**src/rtl/hl2coap_pkg.sv**
```systemverilog
// Package for the request-line to CoAP request encoder.
// Shared types, command/status structs and protocol constants; no dependencies.
package hl2coap_pkg;

  localparam int MAX_SEGMENT_DEF = 32;

  localparam logic [7:0] CHAR_P      = 8'h50;
  localparam logic [7:0] CHAR_O      = 8'h4f;
  localparam logic [7:0] CHAR_S      = 8'h53;
  localparam logic [7:0] CHAR_SLASH  = 8'h2f;
  localparam logic [7:0] CHAR_SPACE  = 8'h20;
  localparam logic [7:0] COAP_HDR    = 8'h42;
  localparam logic [7:0] CODE_GET    = 8'h01;
  localparam logic [7:0] CODE_POST   = 8'h02;
  localparam logic [7:0] PAYLOAD_MRK = 8'hff;
  localparam logic [7:0] EXT_MIN     = 8'd13;
  localparam logic [4:0] OPT_HOST    = 5'd3;
  localparam logic [4:0] OPT_PATH    = 5'd11;
  localparam logic [4:0] OPT_BLOCK   = 5'd27;
  localparam logic [2:0] HDR_LAST    = 3'd5;

  typedef enum logic [2:0] {
    PH_IDLE,
    PH_PREFIX,
    PH_URL,
    PH_PAYLOAD,
    PH_DONE
  } phase_t;

  // What an accepted input beat turns into on the output side.
  typedef enum logic [2:0] {
    ACT_SILENT,
    ACT_HDR,
    ACT_SEG,
    ACT_PBYTE,
    ACT_PEND
  } act_t;

  // What follows the data bytes of an emitted segment.
  typedef enum logic [1:0] {
    TAIL_NONE,
    TAIL_END,
    TAIL_BLOCK
  } tail_t;

  typedef enum logic [3:0] {
    SEL_ONE,
    SEL_HDR,
    SEL_OHEAD,
    SEL_ODEXT,
    SEL_OLEXT,
    SEL_DATA,
    SEL_BHEAD,
    SEL_BDEXT,
    SEL_BZERO,
    SEL_BMARK
  } sel_t;

  typedef enum logic [3:0] {
    ST_IN,
    ST_ONE,
    ST_HDR,
    ST_OHEAD,
    ST_ODEXT,
    ST_OLEXT,
    ST_DATA,
    ST_BHEAD,
    ST_BDEXT,
    ST_BZERO,
    ST_BMARK
  } state_t;

  typedef struct packed {
    logic take;
    logic load;
    sel_t sel;
    logic last;
    logic ptr_inc;
  } cmd_t;

  typedef struct packed {
    act_t  act_in;
    tail_t tail;
    logic  slot_free;
    logic  seg_dext;
    logic  seg_lext;
    logic  blk_dext;
    logic  hdr_last;
    logic  data_last;
  } status_t;

endpackage

```
**src/rtl/hl2coap_ctrl.sv**
```systemverilog
// Sequencer of the encoder: accepts one line beat, then steps through its result beats.
// Depends on hl2coap_pkg for the state, command and status types.
module hl2coap_ctrl (
  input  logic                 clk,
  input  logic                 rst,
  input  logic                 line_valid,
  output logic                 line_ready,
  input  hl2coap_pkg::status_t stat,
  output hl2coap_pkg::cmd_t    cmd
);
  import hl2coap_pkg::*;

  state_t state;
  state_t state_next;

  always_ff @(posedge clk) begin
    if (rst) begin
      state <= ST_IN;
    end else begin
      state <= state_next;
    end
  end

  always_comb begin
    state_next = state;
    unique case (state)
      ST_IN: begin
        if (line_valid) begin
          unique case (stat.act_in)
            ACT_HDR: state_next = ST_HDR;
            ACT_SEG: state_next = ST_OHEAD;
            default: state_next = ST_ONE;
          endcase
        end
      end
      ST_ONE: if (stat.slot_free) state_next = ST_IN;
      ST_HDR: if (stat.slot_free && stat.hdr_last) state_next = ST_IN;
      ST_OHEAD: begin
        if (stat.slot_free) begin
          if (stat.seg_dext) state_next = ST_ODEXT;
          else if (stat.seg_lext) state_next = ST_OLEXT;
          else state_next = ST_DATA;
        end
      end
      ST_ODEXT: begin
        if (stat.slot_free) state_next = stat.seg_lext ? ST_OLEXT : ST_DATA;
      end
      ST_OLEXT: if (stat.slot_free) state_next = ST_DATA;
      ST_DATA: begin
        if (stat.slot_free && stat.data_last) begin
          state_next = (stat.tail == TAIL_BLOCK) ? ST_BHEAD : ST_IN;
        end
      end
      ST_BHEAD: begin
        if (stat.slot_free) state_next = stat.blk_dext ? ST_BDEXT : ST_BZERO;
      end
      ST_BDEXT: if (stat.slot_free) state_next = ST_BZERO;
      ST_BZERO: if (stat.slot_free) state_next = ST_BMARK;
      ST_BMARK: if (stat.slot_free) state_next = ST_IN;
      default: state_next = ST_IN;
    endcase
  end

  always_comb begin
    line_ready  = (state == ST_IN);
    cmd.take    = (state == ST_IN) && line_valid;
    cmd.load    = (state != ST_IN) && stat.slot_free;
    cmd.sel     = SEL_ONE;
    cmd.last    = 1'b0;
    cmd.ptr_inc = 1'b0;
    unique case (state)
      ST_IN:    cmd.sel = SEL_ONE;
      ST_ONE: begin
        cmd.sel  = SEL_ONE;
        cmd.last = 1'b1;
      end
      ST_HDR: begin
        cmd.sel     = SEL_HDR;
        cmd.last    = stat.hdr_last;
        cmd.ptr_inc = stat.slot_free && !stat.hdr_last;
      end
      ST_OHEAD: cmd.sel = SEL_OHEAD;
      ST_ODEXT: cmd.sel = SEL_ODEXT;
      ST_OLEXT: cmd.sel = SEL_OLEXT;
      ST_DATA: begin
        cmd.sel     = SEL_DATA;
        cmd.last    = stat.data_last && (stat.tail != TAIL_BLOCK);
        cmd.ptr_inc = stat.slot_free && !stat.data_last;
      end
      ST_BHEAD: cmd.sel = SEL_BHEAD;
      ST_BDEXT: cmd.sel = SEL_BDEXT;
      ST_BZERO: cmd.sel = SEL_BZERO;
      ST_BMARK: begin
        cmd.sel  = SEL_BMARK;
        cmd.last = 1'b1;
      end
      default: cmd.sel = SEL_ONE;
    endcase
  end

endmodule

```
**src/rtl/hl2coap_dp.sv**
```systemverilog
// Datapath of the encoder: request state, segment buffer, header/option byte mux
// and the output register. Depends on hl2coap_pkg; driven by hl2coap_ctrl.
module hl2coap_dp #(
  parameter int MAX_SEGMENT = hl2coap_pkg::MAX_SEGMENT_DEF
) (
  input  logic                 clk,
  input  logic                 rst,
  input  logic [7:0]           in_byte,
  input  logic                 start_req,
  input  logic [15:0]          coap_mid,
  input  logic [15:0]          token,
  input  hl2coap_pkg::cmd_t    cmd,
  output hl2coap_pkg::status_t stat,
  output logic                 coap_valid,
  input  logic                 coap_ready,
  output logic [7:0]           out_byte,
  output logic                 out_valid,
  output logic                 run_last,
  output logic                 msg_end,
  output logic                 is_host,
  output logic                 overflow
);
  import hl2coap_pkg::*;

  localparam int LEN_W = $clog2(MAX_SEGMENT + 2);
  localparam int IDX_W = (MAX_SEGMENT > 1) ? $clog2(MAX_SEGMENT) : 1;
  localparam int PTR_W = (IDX_W > 3) ? IDX_W : 3;
  localparam logic [LEN_W-1:0] MAX_LEN = LEN_W'(MAX_SEGMENT);
  localparam logic [LEN_W-1:0] OVF_LEN = LEN_W'(MAX_SEGMENT + 1);

  function automatic logic [3:0] nib(input logic [7:0] v);
    nib = (v < EXT_MIN) ? v[3:0] : EXT_MIN[3:0];
  endfunction

  // request state
  phase_t            phase;
  logic              is_post;
  logic [2:0]        prefix_count;
  logic [LEN_W-1:0]  segment_length;
  logic              host_done;
  logic [4:0]        last_option;
  logic [31:0]       saved_ids;

  // per-beat latched work
  act_t              act;
  tail_t             tail;
  logic [LEN_W-1:0]  seg_len;
  logic              seg_ovf;
  logic [4:0]        seg_delta;
  logic              seg_host;
  logic [4:0]        blk_delta;
  logic [7:0]        item_byte;

  logic [PTR_W-1:0]  ptr;
  logic [PTR_W-1:0]  ptr_next;
  logic [7:0]        rd_data;
  logic [7:0]        mem [MAX_SEGMENT];

  // decode of the offered line beat
  phase_t            eff_phase;
  logic              eff_post;
  logic [2:0]        eff_pc;
  logic [LEN_W-1:0]  eff_sl;
  logic              eff_hd;
  logic [4:0]        eff_lo;
  phase_t            phase_next;
  logic              is_post_next;
  logic [2:0]        prefix_count_next;
  logic [LEN_W-1:0]  segment_length_next;
  logic              host_done_next;
  logic [4:0]        last_option_next;
  act_t              act_in;
  tail_t             tail_in;
  logic              do_append;
  logic              wr_en;
  logic [4:0]        opt;
  logic [LEN_W-1:0]  seg_len_in;
  logic              is_delim;

  logic [7:0]        byte_mux;
  logic              valid_mux;
  logic              host_mux;
  logic              ovf_mux;
  logic              end_mux;

  always_comb begin
    eff_phase = start_req ? PH_PREFIX : phase;
    eff_post  = start_req ? 1'b0 : is_post;
    eff_pc    = start_req ? 3'd0 : prefix_count;
    eff_sl    = start_req ? '0 : segment_length;
    eff_hd    = start_req ? 1'b0 : host_done;
    eff_lo    = start_req ? 5'd0 : last_option;

    phase_next          = eff_phase;
    is_post_next        = eff_post;
    prefix_count_next   = eff_pc;
    segment_length_next = eff_sl;
    host_done_next      = eff_hd;
    last_option_next    = eff_lo;
    act_in              = ACT_SILENT;
    tail_in             = TAIL_NONE;
    do_append           = 1'b0;
    wr_en               = 1'b0;
    opt                 = eff_hd ? OPT_PATH : OPT_HOST;
    seg_len_in          = (eff_sl > MAX_LEN) ? MAX_LEN : eff_sl;
    is_delim            = (in_byte == CHAR_SLASH) || (in_byte == CHAR_SPACE);

    unique case (eff_phase)
      PH_PREFIX: begin
        if (eff_pc == 3'd0) begin
          is_post_next = (in_byte == CHAR_P);
        end else if (eff_pc == 3'd1) begin
          is_post_next = eff_post && (in_byte == CHAR_O);
        end else if (eff_pc == 3'd2) begin
          is_post_next = eff_post && (in_byte == CHAR_S);
          act_in       = ACT_HDR;
        end
        prefix_count_next = eff_pc + 3'd1;
        if (prefix_count_next >= (is_post_next ? 3'd5 : 3'd4)) phase_next = PH_URL;
      end
      PH_URL: begin
        if (eff_sl == '0) begin
          do_append = 1'b1;
        end else if (is_delim) begin
          act_in              = ACT_SEG;
          host_done_next      = 1'b1;
          last_option_next    = opt;
          segment_length_next = '0;
          if (in_byte == CHAR_SPACE) begin
            if (eff_post) begin
              tail_in          = TAIL_BLOCK;
              last_option_next = OPT_BLOCK;
              phase_next       = PH_PAYLOAD;
            end else begin
              tail_in    = TAIL_END;
              phase_next = PH_DONE;
            end
          end
        end else begin
          do_append = 1'b1;
        end
      end
      PH_PAYLOAD: begin
        if (in_byte == CHAR_SPACE) begin
          act_in     = ACT_PEND;
          phase_next = PH_DONE;
        end else begin
          act_in = ACT_PBYTE;
        end
      end
      PH_IDLE, PH_DONE: ;
      default: ;
    endcase

    // past the buffer, mark the segment as overlong and drop the byte
    if (do_append) begin
      if (eff_sl < MAX_LEN) begin
        wr_en               = 1'b1;
        segment_length_next = eff_sl + 1'b1;
      end else begin
        segment_length_next = OVF_LEN;
      end
    end
  end

  always_ff @(posedge clk) begin
    if (rst) begin
      phase          <= PH_IDLE;
      is_post        <= 1'b0;
      prefix_count   <= 3'd0;
      segment_length <= '0;
      host_done      <= 1'b0;
      last_option    <= 5'd0;
      saved_ids      <= 32'd0;
      act            <= ACT_SILENT;
      tail           <= TAIL_NONE;
      ptr            <= '0;
      coap_valid     <= 1'b0;
    end else begin
      if (cmd.take) begin
        phase          <= phase_next;
        is_post        <= is_post_next;
        prefix_count   <= prefix_count_next;
        segment_length <= segment_length_next;
        host_done      <= host_done_next;
        last_option    <= last_option_next;
        act            <= act_in;
        tail           <= tail_in;
        if (start_req) saved_ids <= {coap_mid, token};
      end
      ptr <= ptr_next;
      if (cmd.load) begin
        coap_valid <= 1'b1;
      end else if (coap_ready) begin
        coap_valid <= 1'b0;
      end
    end
  end

  always_ff @(posedge clk) begin
    if (cmd.take) begin
      seg_len   <= seg_len_in;
      seg_ovf   <= (eff_sl > MAX_LEN);
      seg_delta <= opt - eff_lo;
      seg_host  <= !eff_hd;
      blk_delta <= OPT_BLOCK - opt;
      item_byte <= in_byte;
    end
    if (cmd.load) begin
      out_byte  <= byte_mux;
      out_valid <= valid_mux;
      run_last  <= cmd.last;
      msg_end   <= end_mux;
      is_host   <= host_mux;
      overflow  <= ovf_mux;
    end
  end

  // segment buffer: write on append, registered read at the next pointer
  always_ff @(posedge clk) begin
    if (cmd.take && wr_en) mem[eff_sl[IDX_W-1:0]] <= in_byte;
    rd_data <= mem[ptr_next[IDX_W-1:0]];
  end

  always_comb begin
    if (cmd.take) ptr_next = '0;
    else if (cmd.ptr_inc) ptr_next = ptr + 1'b1;
    else ptr_next = ptr;
  end

  always_comb begin
    byte_mux  = 8'd0;
    valid_mux = 1'b1;
    host_mux  = 1'b0;
    ovf_mux   = 1'b0;
    end_mux   = 1'b0;
    unique case (cmd.sel)
      SEL_ONE: begin
        if (act == ACT_PBYTE) begin
          byte_mux = item_byte;
        end else begin
          valid_mux = 1'b0;
          end_mux   = (act == ACT_PEND);
        end
      end
      SEL_HDR: begin
        unique case (ptr[2:0])
          3'd0:    byte_mux = COAP_HDR;
          3'd1:    byte_mux = is_post ? CODE_POST : CODE_GET;
          3'd2:    byte_mux = saved_ids[31:24];
          3'd3:    byte_mux = saved_ids[23:16];
          3'd4:    byte_mux = saved_ids[15:8];
          3'd5:    byte_mux = saved_ids[7:0];
          default: byte_mux = 8'd0;
        endcase
      end
      SEL_OHEAD: begin
        byte_mux = {nib(8'(seg_delta)), nib(8'(seg_len))};
        ovf_mux  = seg_ovf;
      end
      SEL_ODEXT: begin
        byte_mux = 8'(seg_delta) - EXT_MIN;
        ovf_mux  = seg_ovf;
      end
      SEL_OLEXT: begin
        byte_mux = 8'(seg_len) - EXT_MIN;
        ovf_mux  = seg_ovf;
      end
      SEL_DATA: begin
        byte_mux = rd_data;
        host_mux = seg_host;
        ovf_mux  = seg_ovf;
        end_mux  = stat.data_last && (tail == TAIL_END);
      end
      SEL_BHEAD: byte_mux = {nib(8'(blk_delta)), 4'd1};
      SEL_BDEXT: byte_mux = 8'(blk_delta) - EXT_MIN;
      SEL_BZERO: byte_mux = 8'd0;
      SEL_BMARK: byte_mux = PAYLOAD_MRK;
      default: begin
        byte_mux  = 8'd0;
        valid_mux = 1'b0;
      end
    endcase
  end

  always_comb begin
    stat.act_in    = act_in;
    stat.tail      = tail;
    stat.slot_free = !coap_valid || coap_ready;
    stat.seg_dext  = (8'(seg_delta) >= EXT_MIN);
    stat.seg_lext  = (8'(seg_len) >= EXT_MIN);
    stat.blk_dext  = (8'(blk_delta) >= EXT_MIN);
    stat.hdr_last  = (ptr[2:0] == HDR_LAST);
    stat.data_last = (8'(ptr) == (8'(seg_len) - 8'd1));
  end

endmodule

```
**src/rtl/http_line_to_coap_request.sv**
```systemverilog
// Top level of the request-line to CoAP request encoder.
// Depends on hl2coap_pkg, hl2coap_ctrl and hl2coap_dp.
//
//   channel  | handshake               | beat payload
//   ---------+-------------------------+---------------------------------------------
//   line     | line_valid / line_ready | in_byte, start_req, coap_mid, token
//   coap     | coap_valid / coap_ready | out_byte, out_valid, run_last, msg_end,
//            |                         | is_host, overflow
//
// A line beat is accepted while the sequencer waits for input; its result beats then
// follow one per cycle unless coap stalls, and no new line beat is taken before the
// last: one result for a buffered or silent byte, up to 38 at a segment end. The
// sequencer and the buffer (one byte per cycle, registered read) set this pace.
// Synchronous reset returns to idle awaiting start; the buffer is not cleared.
// A stall on coap holds the output register and the sequencer in place.
module http_line_to_coap_request #(
  parameter int MAX_SEGMENT = hl2coap_pkg::MAX_SEGMENT_DEF
) (
  input  logic        clk,
  input  logic        rst,
  // line channel
  input  logic        line_valid,
  output logic        line_ready,
  input  logic [7:0]  in_byte,
  input  logic        start_req,
  input  logic [15:0] coap_mid,
  input  logic [15:0] token,
  // coap channel
  output logic        coap_valid,
  input  logic        coap_ready,
  output logic [7:0]  out_byte,
  output logic        out_valid,
  output logic        run_last,
  output logic        msg_end,
  output logic        is_host,
  output logic        overflow
);
  import hl2coap_pkg::*;

  // command and status between sequencer and datapath
  cmd_t    cmd;
  status_t stat;

  // Sequencer: take a line beat, then walk header, option head, extension
  // bytes, buffered data and the Block1 tail as the decoded beat asks.
  hl2coap_ctrl u_ctrl (
    .clk        (clk),
    .rst        (rst),
    .line_valid (line_valid),
    .line_ready (line_ready),
    .stat       (stat),
    .cmd        (cmd)
  );

  // Datapath: method detection, segment buffering, option numbering, the
  // output byte mux and the output register that decouples the coap side.
  hl2coap_dp #(
    .MAX_SEGMENT (MAX_SEGMENT)
  ) u_dp (
    .clk        (clk),
    .rst        (rst),
    .in_byte    (in_byte),
    .start_req  (start_req),
    .coap_mid   (coap_mid),
    .token      (token),
    .cmd        (cmd),
    .stat       (stat),
    .coap_valid (coap_valid),
    .coap_ready (coap_ready),
    .out_byte   (out_byte),
    .out_valid  (out_valid),
    .run_last   (run_last),
    .msg_end    (msg_end),
    .is_host    (is_host),
    .overflow   (overflow)
  );

endmodule
```
**config.mk**
```make
export PLATFORM = sky130hd
export DESIGN_NAME = http_line_to_coap_request
export DESIGN_NICKNAME = d
export VERILOG_FILES = /design/src/rtl/hl2coap_pkg.sv /design/src/rtl/hl2coap_ctrl.sv /design/src/rtl/hl2coap_dp.sv /design/src/rtl/http_line_to_coap_request.sv
export SDC_FILE = /design/constraint.sdc
export NUM_CORES = 1
export LEC_CHECK = 0
export BUFFER_PORTS_ARGS = -buffer_cell sky130_fd_sc_hd__buf_2
export CORE_MARGIN = 2
export CORE_UTILIZATION = 30
export CTS_BUF_LIST = sky130_fd_sc_hd__clkbuf_2 sky130_fd_sc_hd__clkbuf_4 sky130_fd_sc_hd__clkbuf_8
export CTS_CLUSTER_DIAMETER = 60
export DETAILED_ROUTE_END_ITERATION = 6
export HOLD_SLACK_MARGIN = 0.15
export PLACE_DENSITY = 0.46
export SYNTH_ARGS = -nofsm -noshare
export SYNTH_HDL_FRONTEND = slang
export SYNTH_SLANG_ARGS = --single-unit
export TNS_END_PERCENT = 1
```
**constraint.sdc**
```tcl
create_clock -name clk -period 8.4 [get_ports clk]
set_clock_uncertainty 0.05 [all_clocks]
set_input_delay 0.84 -clock clk [delete_from_list [all_inputs] [get_ports clk]]
set_output_delay 0.84 -clock clk [all_outputs]
set_load 0.005 [all_outputs]
```
# After elaboration in Yosys (flattened, before gate mapping)
# Memories as Yosys holds them, arrays and structs flattened. A register that Yosys moved wholly into a read port is not among the register bits.
# Cells that the tools add are included.
# word_totals
input_bits	45
n_memories	1
rom_bits	0
output_inout_bits	15
latch_bits	0
elab_cells	211
reg_bits	105
ram_bits	256
# classes
div	0
add_sub_neg	9
multipliers	0
bitwise_logic	0
eq_ne	52
shifts	0
n_lt_le_gt_ge	9
muxes	87
n_reduce_logical	29
# memory_table
memory	words	word_bits	rd	rd_clocked_by_memory_dff	write_ports	line_no	rtl
u_dp.mem	32	8	1	1	1	hl2coap_dp.sv:57	logic [7:0] mem [MAX_SEGMENT];
# op_table
op	n
one-hot mux 8 bit (9 select lines)	1
two-way mux 4 bit	15
one-hot mux 8 bit (6 select lines)	1
two-way mux 3 bit	14
two-way mux 5 bit	8
one-hot mux 4 bit (10 select lines)	1
two-way mux 6 bit	6
one-hot mux 4 bit (9 select lines)	1
== test 4 x 3 -> 1 bit, second input constant	8
== test 8 x 7 -> 1 bit, second input constant	3
two-way mux 1 bit	24
== test 3 x 2 -> 1 bit, second input constant	7
== test 4 bit, second input constant	5
!= test 2 x 1 -> 1 bit, second input constant	9
one-hot mux 3 bit (3 select lines)	2
== test 4 x 2 -> 1 bit, second input constant	4
== test 8 x 6 -> 1 bit, second input constant	2
two-way mux 2 bit	8
== test 3 x 1 -> 1 bit, second input constant	4
subtractor 5 x 4 -> 6 bit, second input constant	2
logical AND 1 bit	11
>= comparator 5 x 4 -> 1 bit, second input constant	2
less-than comparator 5 x 4 -> 1 bit, second input constant	2
AND reduction 10 bit	1
other kinds (33)	45

# Logic depth before layout (Yosys ltp)
# Gate-level depths: netlist of the first run.
# depth
ltp_word	10
ltp_mapped	17
depth_no_buf	15

# Hierarchy
# A second synthesis of the first run with hierarchy kept.
# unflattened
hier_cells	1573
area_unflattened_um2	17305.3
# by_module_without_submodules
module	seq_area_each_um2	cells_per_inst	n_inst	area_each_um2
hl2coap_dp	10109.7	1496	1	16763.6
hl2coap_ctrl	80.1	77	1	541.8

# Least setup slack after synthesis of the first run
# No wires, ideal clock.
# synth_timing
path_type	flip-flop to flip-flop
start	register u_dp.seg_len[0]
end	register u_dp.rd_data[2], read port of u_dp.mem
stages_incl_launch_ff	14
path_slack_ps	5039
synth_period_minus_slack_ps	3361
path_buffers	1
arrival_time_ps	3172
setup_time_ps	139
required_time_ps	8211
cell_sequence	edfxtp_1 inv_1 ha_1 o21bai_1 a311oi_2 nand3_2 o21ai_4 mux2i_1 buf_2 mux2i_1 mux2i_1 a32o_1 a2111oi_0 a211oi_1
# synth_between
elab_chain_cells	7
# synth_lines
item	line_no	rtl
from (decl)	hl2coap_dp.sv:47	logic [LEN_W-1:0] seg_len;
from (signal assigned)	hl2coap_dp.sv:202	seg_len <= seg_len_in;
subtractor 6 x 1 -> 7 bit	hl2coap_dp.sv:294	stat.data_last = (8'(ptr) == (8'(seg_len) - 8'd1));
== test 5 x 8 -> 1 bit	hl2coap_dp.sv:294	
logical NOT 1 bit	hl2coap_ctrl.sv:88	cmd.ptr_inc = stat.slot_free && !stat.data_last;
logical AND 1 bit	hl2coap_ctrl.sv:88	
one-hot mux 1 bit (2 select lines)	hl2coap_ctrl.sv:71	unique case (state)
two-way mux 5 bit	hl2coap_dp.sv:227	else if (cmd.ptr_inc) ptr_next = ptr + 1'b1;
two-way mux 5 bit	hl2coap_dp.sv:226	if (cmd.take) ptr_next = '0;
to (decl)	hl2coap_dp.sv:56	logic [7:0] rd_data;
# No other way between the ends.
# A chain may end at the register's enable or synchronous reset.

# Worst setup path after layout of the first run
# layout_timing
start	register u_ctrl.state[2]
end	register u_dp.rd_data[7], read port of u_dp.mem
# layout_between
elab_chain_cells	4
elab_cells_between_ends	7
cone_classes	eq/ne: 2; mux: 3; reduce/logical: 2
# layout_lines
item	line_no	rtl
from (decl)	hl2coap_ctrl.sv:13	state_t state;
from (signal assigned)	hl2coap_ctrl.sv:20	state <= state_next;
== test 4 x 3 -> 1 bit / == test 4 x 2 -> 1 bit (equally long branches)	hl2coap_ctrl.sv:71	
one-hot mux 1 bit (2 select lines)	hl2coap_ctrl.sv:71	
two-way mux 5 bit	hl2coap_dp.sv:227	
two-way mux 5 bit (*)	hl2coap_dp.sv:226	
# Mark *: on every way between the ends. The rest lies on a longest branch, timed or not.

==> Implementation_results.wiki, run 1 <==
{| class="wikitable"
! Metric !! Value
|-
| Run status || finished clean
|-
| Sequential share of the synthesized area || 63.9%
|-
| Max-slew headroom || 21.0%
|-
| Post-layout min period || 5.43 ns
|-
| Dominant register cell in the synthesized netlist || sky130_fd_sc_hd__edfxtp_1
|-
| Max-capacitance violation count || 0
|-
| Clk pwr share || 38.5%
|-
| Syn_nets || 1457
|-
| CTS resizes || 0
|-
| Total via count after detailed routing || 11300
|-
| Met1 track demand over resource || 23.5%
|-
| Period utilisation layout || 64.6%
|-
| Worst Path Required || 8.81 ns
|-
| Final Hold Vio Count || 0
|-
| Number of library cell types mapped by synthesis || 71
|-
| Count of pins on the block boundary || 60
|-
| Accumulated negative setup slack || 0 ns
|-
| Number of antenna violations at the first check in global routing || 1
|-
| Synth top area share || 54.6%
|-
| Power density over the cells || 243 nW/um^2
|-
| Post-synthesis instance total || 1393
|-
| Router iterations before antenna repair || 5
|-
| Area grow syn2layout || 14.6%
|-
| Total die area || 55000 um^2
|-
| CP endpoint kind || flop
|-
| Grt ovf || 0
|-
| Met3 capacity usage during global routing || 3.20%
|-
| Post-Synthesis Mean Instance Area || 11.5 um^2
|-
| Initial core utilization || 30.4%
|-
| CTS hold repair buffers || 0
|-
| Yosys reg bits || 364
|-
| Global Route met2 Usage || 26.2%
|-
| Core area || 52600 um^2
|-
| Static Leakage || 6.40 nW
|-
| CTS tree || built
|-
| Bufs on Longest Clock Path || 3
|-
| Setup-failing EPs final || 0
|-
| Global-route wire length before repair || 70500 um
|-
| Fraction of power consumed by combinational cells || 13.3%
|-
| Remaining number of nets flagged by the antenna check after routing || 0
|-
| Switching Fraction || 27.5%
|-
| Clk slew on worst S/H paths || 0.06 ns
|-
| Number of clock sinks || 364
|-
| Via density per instance || 5.13
|-
| Latest clock arrival within the worst-skew pair || 0.63 ns
|-
| Area contributors post-synth || sky130_fd_sc_hd__edfxtp_1 (55%), sky130_fd_sc_hd__dfxtp_1 (9.3%), sky130_fd_sc_hd__nand2_1 (5.9%), sky130_fd_sc_hd__a21oi_1 (4.2%), sky130_fd_sc_hd__a211oi_1 (2.5%)
|-
| Detailed placement HPWL || 29500 um
|-
| Commonest non-fill, non-tap cells in the layout || sky130_fd_sc_hd__edfxtp_1 (290), sky130_fd_sc_hd__nand2_1 (249), sky130_fd_sc_hd__a21oi_1 (133)
|-
| Pin count of the biggest net entering global routing || 80
|-
| Unrepaired setup endpoints after global routing || no
|-
| Highest achievable clock rate || 184 MHz
|-
| Global routing usage summed across all routing layers || 16.8%
|-
| Share of flip-flops with an asynchronous set or reset || 0%
|-
| EDFF count, synth || 290
|-
| Total of buffers placed on input and output ports || 59
|-
| Utilization after layout || 34.8%
|-
| Hold_ws || 0.393 ns
|-
| Share of post-route cells with drive strength above 1 || 14.0%
|-
| Crit path launch type || flop
|-
| Total of warnings raised by yosys || 0
|-
| Number of H-tree levels || 3
|-
| CTS root buffer || sky130_fd_sc_hd__clkbuf_8
|-
| Post-detailed-route DRC marker count || 0
|-
| WL per Instance || 21.2 um
|-
| TritonCTS Buffers || 66
|-
| WP data arrival || 5.84 ns
|-
| Net count of the finished layout || 1523
|-
| Worst ir drop on vdd || 153 uV
|-
| Switching power total || 0.00122 W
|-
| Largest fanout on the critical path || 65
|-
| Violation count after the first detailed-route iteration || 952
|-
| Routability congestion estimate from global placement || 0.904
|-
| Horizontal extent of the die || 235 um
|-
| Die outline height || 235 um
|-
| Seq pwr share || 48.1%
|-
| Most Used Layer, Global Route || met2
|-
| Total wirelength of the detailed-routed design || 46600 um
|-
| Min-delay worst type || in2reg
|-
| Cell area after synthesis || 16000 um^2
|-
| Measured slew at the worst slew-check pin || 1.15 ns
|-
| Cell internal power dissipation || 0.00322 W
|-
| Slew Limit Fails || 0
|-
| Cell type with the highest aggregate area in the netlist || sky130_fd_sc_hd__edfxtp_1
|-
| Leading cell type in the layout, fill and taps excluded || sky130_fd_sc_hd__edfxtp_1
|-
| Category of the critical setup timing path || reg2reg
|-
| Number of global-route vias before repair || 11100
|-
| Row Count || 84
|-
| Post-CTS Setup Bufs || 0
|}
## critical path, cell delays in order, from the launching register on
cell	delay (ns)
sky130_fd_sc_hd__dfxtp_1	0.71
sky130_fd_sc_hd__nor2b_1	0.69
sky130_fd_sc_hd__and2_1	0.35
sky130_fd_sc_hd__nand3_2	0.14
sky130_fd_sc_hd__o21ai_4	0.37
sky130_fd_sc_hd__mux2_4	0.42
sky130_fd_sc_hd__nand2_2	0.38
sky130_fd_sc_hd__buf_4	0.70
sky130_fd_sc_hd__mux2i_1	0.16
sky130_fd_sc_hd__a32o_1	0.27
sky130_fd_sc_hd__a2111oi_0	0.88
sky130_fd_sc_hd__a211oi_1	0.11
## final cells by class
cell class,instances,area (um^2)
Fill cell,5305,34300
Sequential cell,364,10200
Multi-Input combinational cell,918,5320
Clock buffer,100,1190
Tap cell,688,861
Timing Repair Buffer,81,460
Clock inverter,19,154
Inverter,28,105
Antenna cell,2,5.00
## worst paths after layout
check | slack, ns | end | start | cells after the start
worst max-delay path | 2.97 | u_dp.rd_data[7] | u_ctrl.state[2] | 11
worst min-delay path | 0.39 | u_dp.saved_ids[11] | token[11] | 3
worst min register to register | 0.41 | u_dp.saved_ids[14] | u_dp.saved_ids[14] | 2
worst max register to register | 2.97 | u_dp.rd_data[7] | u_ctrl.state[2] | 11
## logic make-up (layout without fill, tap and decap cells)
group	Yosys count	in the layout	synth area share (%)
AO/OA/AOI/OAI	364	364	14.7
XOR/XNOR	13	13	0.714
adder cells (fa/ha/maj)	19	19	1.54
buffers and inverters	111	228	3.00
flip-flops	364	364	63.9
multiplexers	40	40	2.65
other	0	2	0
AND/OR/NAND/NOR	482	482	13.5
## metrics by stage
step	instance area (um^2)	worst slack (ns)	power (W)	std cells
final	18300	2.97	0.00445	2200
after global routing	18300	2.71	0.00465	2198
after CTS	18300	3.03	0.00450	2198
after detailed placement	16900	3.08	0.00277	2079
after global placement	16900	3.23	0.00277	2079
after floorplan	16000	5.04	0.00253	1393
## cells in the mapped netlist (8+ instances only)
library cell                count
sky130_fd_sc_hd__a2111oi_0     11
sky130_fd_sc_hd__a211oi_1      54
sky130_fd_sc_hd__a21o_1        16
sky130_fd_sc_hd__a21oi_1      133
sky130_fd_sc_hd__a22oi_1       15
sky130_fd_sc_hd__a31oi_1       22
sky130_fd_sc_hd__a32o_1         8
sky130_fd_sc_hd__and2_1        22
sky130_fd_sc_hd__buf_2         32
sky130_fd_sc_hd__clkbuf_1      42
sky130_fd_sc_hd__dfxtp_1       74
sky130_fd_sc_hd__edfxtp_1     290
sky130_fd_sc_hd__ha_1          18
sky130_fd_sc_hd__inv_1         26
sky130_fd_sc_hd__mux2i_1       34
sky130_fd_sc_hd__nand2_1      250
sky130_fd_sc_hd__nand2b_1      14
sky130_fd_sc_hd__nand3_1       28
sky130_fd_sc_hd__nand4_1        9
sky130_fd_sc_hd__nor2_1        94
sky130_fd_sc_hd__nor2b_1       13
sky130_fd_sc_hd__nor3_1        12
sky130_fd_sc_hd__o21ai_0       51
sky130_fd_sc_hd__xnor2_1        9
## power groups by stage
| stage | Clock, W | Combinational [W] | Sequential (W) |
|---|---|---|---|
| 6_report | 0.00171 | 0.000593 | 0.00214 |
| 4_1_cts | 0.00176 | 0.000598 | 0.00214 |
| 5_1_grt | 0.00184 | 0.000663 | 0.00215 |
| 2_1_floorplan | 0 | 0.000395 | 0.00213 |
| 3_5_place_dp | 0 | 0.000596 | 0.00217 |
| 3_3_place_gp | 0 | 0.000595 | 0.00217 |
## metal layers
layer	vias up	routed length [um]	part of all wire (%)
li1	5300	-	-
met1	5580	21500	46
met2	339	21400	46
met3	77	2560	5.5
met4	0	1140	2.5
met5	-	0	0
## registers in the layout, indices dropped and copies added, names as in the netlist, 2 cells and up
| signal | count |
|---|---|
| u_dp.ptr | 5 |
| u_dp.mem | 256 |
| u_dp.act | 3 |
| u_dp.tail | 2 |
| u_dp.prefix_count | 3 |
| u_dp.item_byte | 8 |
| u_dp.last_option | 5 |
| u_dp.out_byte | 8 |
| u_dp.segment_length | 6 |
| u_dp.saved_ids | 32 |
| u_ctrl.state | 4 |
| u_dp.phase | 3 |
| u_dp.seg_delta | 5 |
| u_dp.seg_len | 6 |
| u_dp.rd_data | 8 |
(Power assumes the default switching activity.)
==> inputs of run 2 (changes only) <==
--- a/config.mk
+++ b/config.mk
@@ -5,6 +5,7 @@
 export SDC_FILE = /design/constraint.sdc
 export NUM_CORES = 1
 export LEC_CHECK = 0
+export ABC_AREA = 1
 export BUFFER_PORTS_ARGS = -buffer_cell sky130_fd_sc_hd__buf_2
 export CORE_MARGIN = 2
 export CORE_UTILIZATION = 30
@@ -12,7 +13,7 @@
 export CTS_CLUSTER_DIAMETER = 60
 export DETAILED_ROUTE_END_ITERATION = 6
 export HOLD_SLACK_MARGIN = 0.15
-export PLACE_DENSITY = 0.46
+export PLACE_DENSITY = 0.47
 export SYNTH_ARGS = -nofsm -noshare
 export SYNTH_HDL_FRONTEND = slang
 export SYNTH_SLANG_ARGS = --single-unit
==> constraint.sdc (replaced) <==
create_clock -name clk -period 4.7 [get_ports clk]
set_clock_uncertainty 0.05 [all_clocks]
set_input_delay 0.47 -clock clk [delete_from_list [all_inputs] [get_ports clk]]
set_output_delay 0.47 -clock clk [all_outputs]
set_load 0.005 [all_outputs]
==> run 2 against run 1 <==
Net effect: die area rose by 9.1%; sequential power increased by 86%; clock power grew 69%; routed wire length rose by 12%; clock-buffer cell count shrank 5; worst setup slack worse by 2.2 ns; non-clock buffer count up 42; final area grew 10%; critical path type unchanged.
==> Implementation_results.wiki, run 2 <==
{| class="wikitable"
! Metric !! Value
|-
| Area grow syn2layout || 15.4% (was 14.6%)
|-
| Horizontal extent of the die || 245 um (was 235 um)
|-
| Filler Cells Inserted || 5946 (was 5305)
|-
| Global-route wire length before repair || 80100 um (was 70500 um)
|-
| Post-CTS Setup Bufs || 0 (unchanged)
|-
| Post-synthesis instance total || 1940 (was 1393)
|-
| Worst Path Required || 5.21 ns (was 8.81 ns)
|-
| Number of library cell types mapped by synthesis || 45 (was 71)
|-
| Accumulated negative setup slack || 0 ns (unchanged)
|-
| Total die area || 60000 um^2 (was 55000 um^2)
|-
| Bufs on Longest Clock Path || 3 (unchanged)
|-
| Count of placed standard cells including taps || 2696 (was 2079)
|-
| CTS hold repair buffers || 35 (was 0)
|-
| Violation count after the first detailed-route iteration || 920 (was 952)
|-
| Post-Synthesis Mean Instance Area || 8.98 um^2 (was 11.5 um^2)
|-
| Power density over the cells || 450 nW/um^2 (was 243 nW/um^2)
|-
| Top post-synthesis cells by count || sky130_fd_sc_hd__nand2_1 (394), sky130_fd_sc_hd__inv_1 (354), sky130_fd_sc_hd__edfxtp_1 (290), sky130_fd_sc_hd__nand3_1 (213), sky130_fd_sc_hd__nor2_1 (172) (was sky130_fd_sc_hd__edfxtp_1 (290), sky130_fd_sc_hd__nand2_1 (250), sky130_fd_sc_hd__a21oi_1 (133), sky130_fd_sc_hd__nor2_1 (94), sky130_fd_sc_hd__dfxtp_1 (74))
|-
| TritonCTS Buffers || 61 (was 66)
|-
| Adder and majority cell fraction of the synthesized area || 1.41% (was 1.54%)
|-
| Slew Limit Fails || 0 (unchanged)
|-
| WP data arrival || 4.47 ns (was 5.84 ns)
|-
| Synth Area in Compound Gates || 4.71% (was 14.7%)
|-
| Count of pins on the block boundary || 60 (unchanged)
|-
| Synthesized-area fraction occupied by and/or/nand/nor cells || 24.5% (was 13.5%)
|-
| Remaining number of nets flagged by the antenna check after routing || 0 (unchanged)
|-
| Count of placed standard cells in the final layout, fillers left out || 2845 (was 2200)
|-
| Combinational family with the most area after synthesis || simple AND/OR/NAND/NOR gates (was compound AO/OA/AOI/OAI gates)
|-
| Syn_nets || 2004 (was 1457)
|-
| Cell area after synthesis || 17400 um^2 (was 16000 um^2)
|-
| Initial core utilization || 30.3% (was 30.4%)
|-
| Via density per instance || 4.79 (was 5.13)
|-
| Global routing usage summed across all routing layers || 17.4% (was 16.8%)
|-
| Router iterations before antenna repair || 5 (unchanged)
|-
| Most common cell in the synthesized netlist || sky130_fd_sc_hd__nand2_1 (was sky130_fd_sc_hd__edfxtp_1)
|-
| Run status || finished clean (unchanged)
|-
| Core area || 57600 um^2 (was 52600 um^2)
|-
| Category of the critical setup timing path || reg2reg (unchanged)
|-
| Share of flip-flops with an asynchronous set or reset || 0% (unchanged)
|-
| Die outline height || 245 um (was 235 um)
|-
| Post-detailed-route DRC marker count || 0 (unchanged)
|-
| Grt ovf || 0 (unchanged)
|-
| Max-capacitance violation count || 0 (unchanged)
|-
| Clk slew on worst S/H paths || 0.06 ns (about the same)
|-
| Measured slew at the worst slew-check pin || 1.33 ns (was 1.15 ns)
|-
| Largest fanout on the critical path || 64 (was 65)
|-
| Register Area || 10200 um^2 (unchanged)
|-
| CP endpoint kind || flop (unchanged)
|-
| M1 wire length || 23000 um (was 21500 um)
|-
| Mux contribution to synthesized area || 0% (was 2.65%)
|-
| Total of buffers placed on input and output ports || 59 (unchanged)
|-
| Synth top area share || 50.0% (was 54.6%)
|-
| Worst ir drop on vdd || 275 uV (was 153 uV)
|-
| Commonest non-fill, non-tap cells in the layout || sky130_fd_sc_hd__nand2_1 (393), sky130_fd_sc_hd__inv_1 (354), sky130_fd_sc_hd__edfxtp_1 (290) (was sky130_fd_sc_hd__edfxtp_1 (290), sky130_fd_sc_hd__nand2_1 (249), sky130_fd_sc_hd__a21oi_1 (133))
|-
| Pin count of the biggest net entering global routing || 130 (was 80)
|-
| Crit path launch type || flop (unchanged)
|-
| Latest clock arrival within the worst-skew pair || 0.67 ns (was 0.63 ns)
|-
| Cell type with the highest aggregate area in the netlist || sky130_fd_sc_hd__edfxtp_1 (unchanged)
|-
| Number of clock sinks || 364 (unchanged)
|-
| Synth Area in XOR/XNOR || 0.302% (was 0.714%)
|-
| Area contributors post-synth || sky130_fd_sc_hd__edfxtp_1 (50%), sky130_fd_sc_hd__dfxtp_1 (8.5%), sky130_fd_sc_hd__nand2_1 (8.5%), sky130_fd_sc_hd__inv_1 (7.6%), sky130_fd_sc_hd__nand3_1 (6.1%) (was sky130_fd_sc_hd__edfxtp_1 (55%), sky130_fd_sc_hd__dfxtp_1 (9.3%), sky130_fd_sc_hd__nand2_1 (5.9%), sky130_fd_sc_hd__a21oi_1 (4.2%), sky130_fd_sc_hd__a211oi_1 (2.5%))
|-
| Highest achievable clock rate || 253 MHz (was 184 MHz)
|-
| EDFF count, synth || 290 (unchanged)
|-
| CTS resizes || 0 (unchanged)
|-
| Total area of multi-input combinational cells || 5440 um^2 (was 5320 um^2)
|-
| Total of warnings raised by yosys || 0 (unchanged)
|-
| Leading cell type in the layout, fill and taps excluded || sky130_fd_sc_hd__nand2_1 (was sky130_fd_sc_hd__edfxtp_1)
|-
| Detailed placement HPWL || 32800 um (was 29500 um)
|-
| Number of H-tree levels || 2 (was 3)
|-
| Utilization after layout || 34.9% (was 34.8%)
|-
| Post-layout min period || 3.95 ns (was 5.43 ns)
|-
| Unrepaired setup endpoints after global routing || no (unchanged)
|-
| Period utilisation layout || 84.1% (was 64.6%)
|-
| Detailed route wirelength on metal2 || 25800 um (was 21400 um)
|-
| WL per Instance || 18.4 um (was 21.2 um)
|-
| Met3 wire length || 2570 um (was 2560 um)
|-
| Number of antenna violations at the first check in global routing || 1 (unchanged)
|-
| Routability congestion estimate from global placement || 0.864 (was 0.904)
|-
| Yosys reg bits || 364 (unchanged)
|-
| CTS root buffer || sky130_fd_sc_hd__clkbuf_8 (unchanged)
|-
| Number of global-route vias before repair || 13500 (was 11100)
|-
| Total wirelength of the detailed-routed design || 52400 um (was 46600 um)
|-
| Dominant register cell in the synthesized netlist || sky130_fd_sc_hd__edfxtp_1 (unchanged)
|-
| Sequential share of the synthesized area || 58.5% (was 63.9%)
|-
| Static Leakage || 8.71 nW (was 6.40 nW)
|-
| Max-slew headroom || 11.3% (was 21.0%)
|-
| Total via count after detailed routing || 13600 (was 11300)
|-
| Min-delay worst type || in2reg (unchanged)
|-
| Net count of the finished layout || 2093 (was 1523)
|-
| Share of post-route cells with drive strength above 1 || 10.8% (was 14.0%)
|-
| Final Hold Vio Count || 0 (unchanged)
|-
| Setup-failing EPs final || 0 (unchanged)
|-
| CTS tree || built (unchanged)
|-
| Row Count || 88 (was 84)
|-
| Top routing layer in use || met4 (unchanged)
|-
| Number of flip-flops under the largest register name || 256 (unchanged)
|}
[run 2: final timing paths]
path	from	to	slack [ns]	cells after the start
setup / recovery	u_dp.seg_len[0]	u_dp.rd_data[3]	0.75	22
hold / removal	line_valid	u_ctrl.state[2]	0.30	5
setup reg to reg	u_dp.seg_len[0]	u_dp.rd_data[3]	0.75	22
hold reg to reg	u_dp.last_option[1]	u_dp.last_option[1]	0.42	2
[run 2: layout make-up]
type | instances | area share, %
Antenna cell | 1 | 0.0124
Clock buffer | 95 | 5.88
Clock inverter | 18 | 0.454
Inverter | 367 | 6.85
Multi-Input combinational cell | 1112 | 27.0
Sequential cell | 364 | 50.7
Tap cell | 765 | 4.76
Timing Repair Buffer | 123 | 4.35
[run 2: stage by stage]
step / worst slack [ns] / power [W] / hold WS, ns / instance area (um^2)
finish: 0.748 / 0.00906 / 0.305 / 20100
global route: 0.382 / 0.00957 / 0.275 / 20100
CTS: 0.757 / 0.00917 / 0.239 / 20100
detailed placement: 0.779 / 0.00623 / 0.395 / 18500
global placement: 0.813 / 0.00622 / 0.396 / 18500
floorplan: 1.99 / 0.00541 / 0.377 / 17400
[run 2: worst max-delay path: stages (launching register included)]
cell and delay (ns):
sky130_fd_sc_hd__edfxtp_1 0.51, sky130_fd_sc_hd__inv_2 0.13, sky130_fd_sc_hd__ha_1 0.22, sky130_fd_sc_hd__inv_1 0.06
sky130_fd_sc_hd__nand2_1 0.07, sky130_fd_sc_hd__nand2_1 0.08, sky130_fd_sc_hd__nand2_1 0.06, sky130_fd_sc_hd__nand2_1 0.05
sky130_fd_sc_hd__nand2_1 0.06, sky130_fd_sc_hd__nor2_1 0.04, sky130_fd_sc_hd__nand2_1 0.16, sky130_fd_sc_hd__nand2_2 0.12
sky130_fd_sc_hd__nand2_4 0.13, sky130_fd_sc_hd__nand2_4 0.08, sky130_fd_sc_hd__nand2_1 0.10, sky130_fd_sc_hd__nand3_2 0.07
sky130_fd_sc_hd__inv_2 0.93, sky130_fd_sc_hd__nand3_1 0.24, sky130_fd_sc_hd__nand2_1 0.17, sky130_fd_sc_hd__nand2_1 0.07
sky130_fd_sc_hd__nand3_1 0.12, sky130_fd_sc_hd__nand3_1 0.14, sky130_fd_sc_hd__nand2_1 0.14
[run 2: power by group]
group | switching, W | internal, W
Clock | 0.00129 | 0.00160
Sequential | 0.000180 | 0.00380
Combinational | 0.00160 | 0.000590
[run 2: cell families (layout without fill, tap and decap cells)]
group | Yosys count | after routing
other | 0 | 1
buffers and inverters | 464 | 603
and+or+nand+nor | 947 | 947
adders and majority gates | 19 | 19
DFF | 364 | 364
xor gates and xnor gates | 6 | 6
AOI/OAI and AO/OA | 140 | 140
[run 2: layer usage]
metal | vias to the layer above | GRT usage (%)
li1 | 6618 | -
met1 | 6573 | 22.5
met2 | 366 | 30.2
met3 | 74 | 2.66
met4 | 0 | 4.86
met5 | - | 0
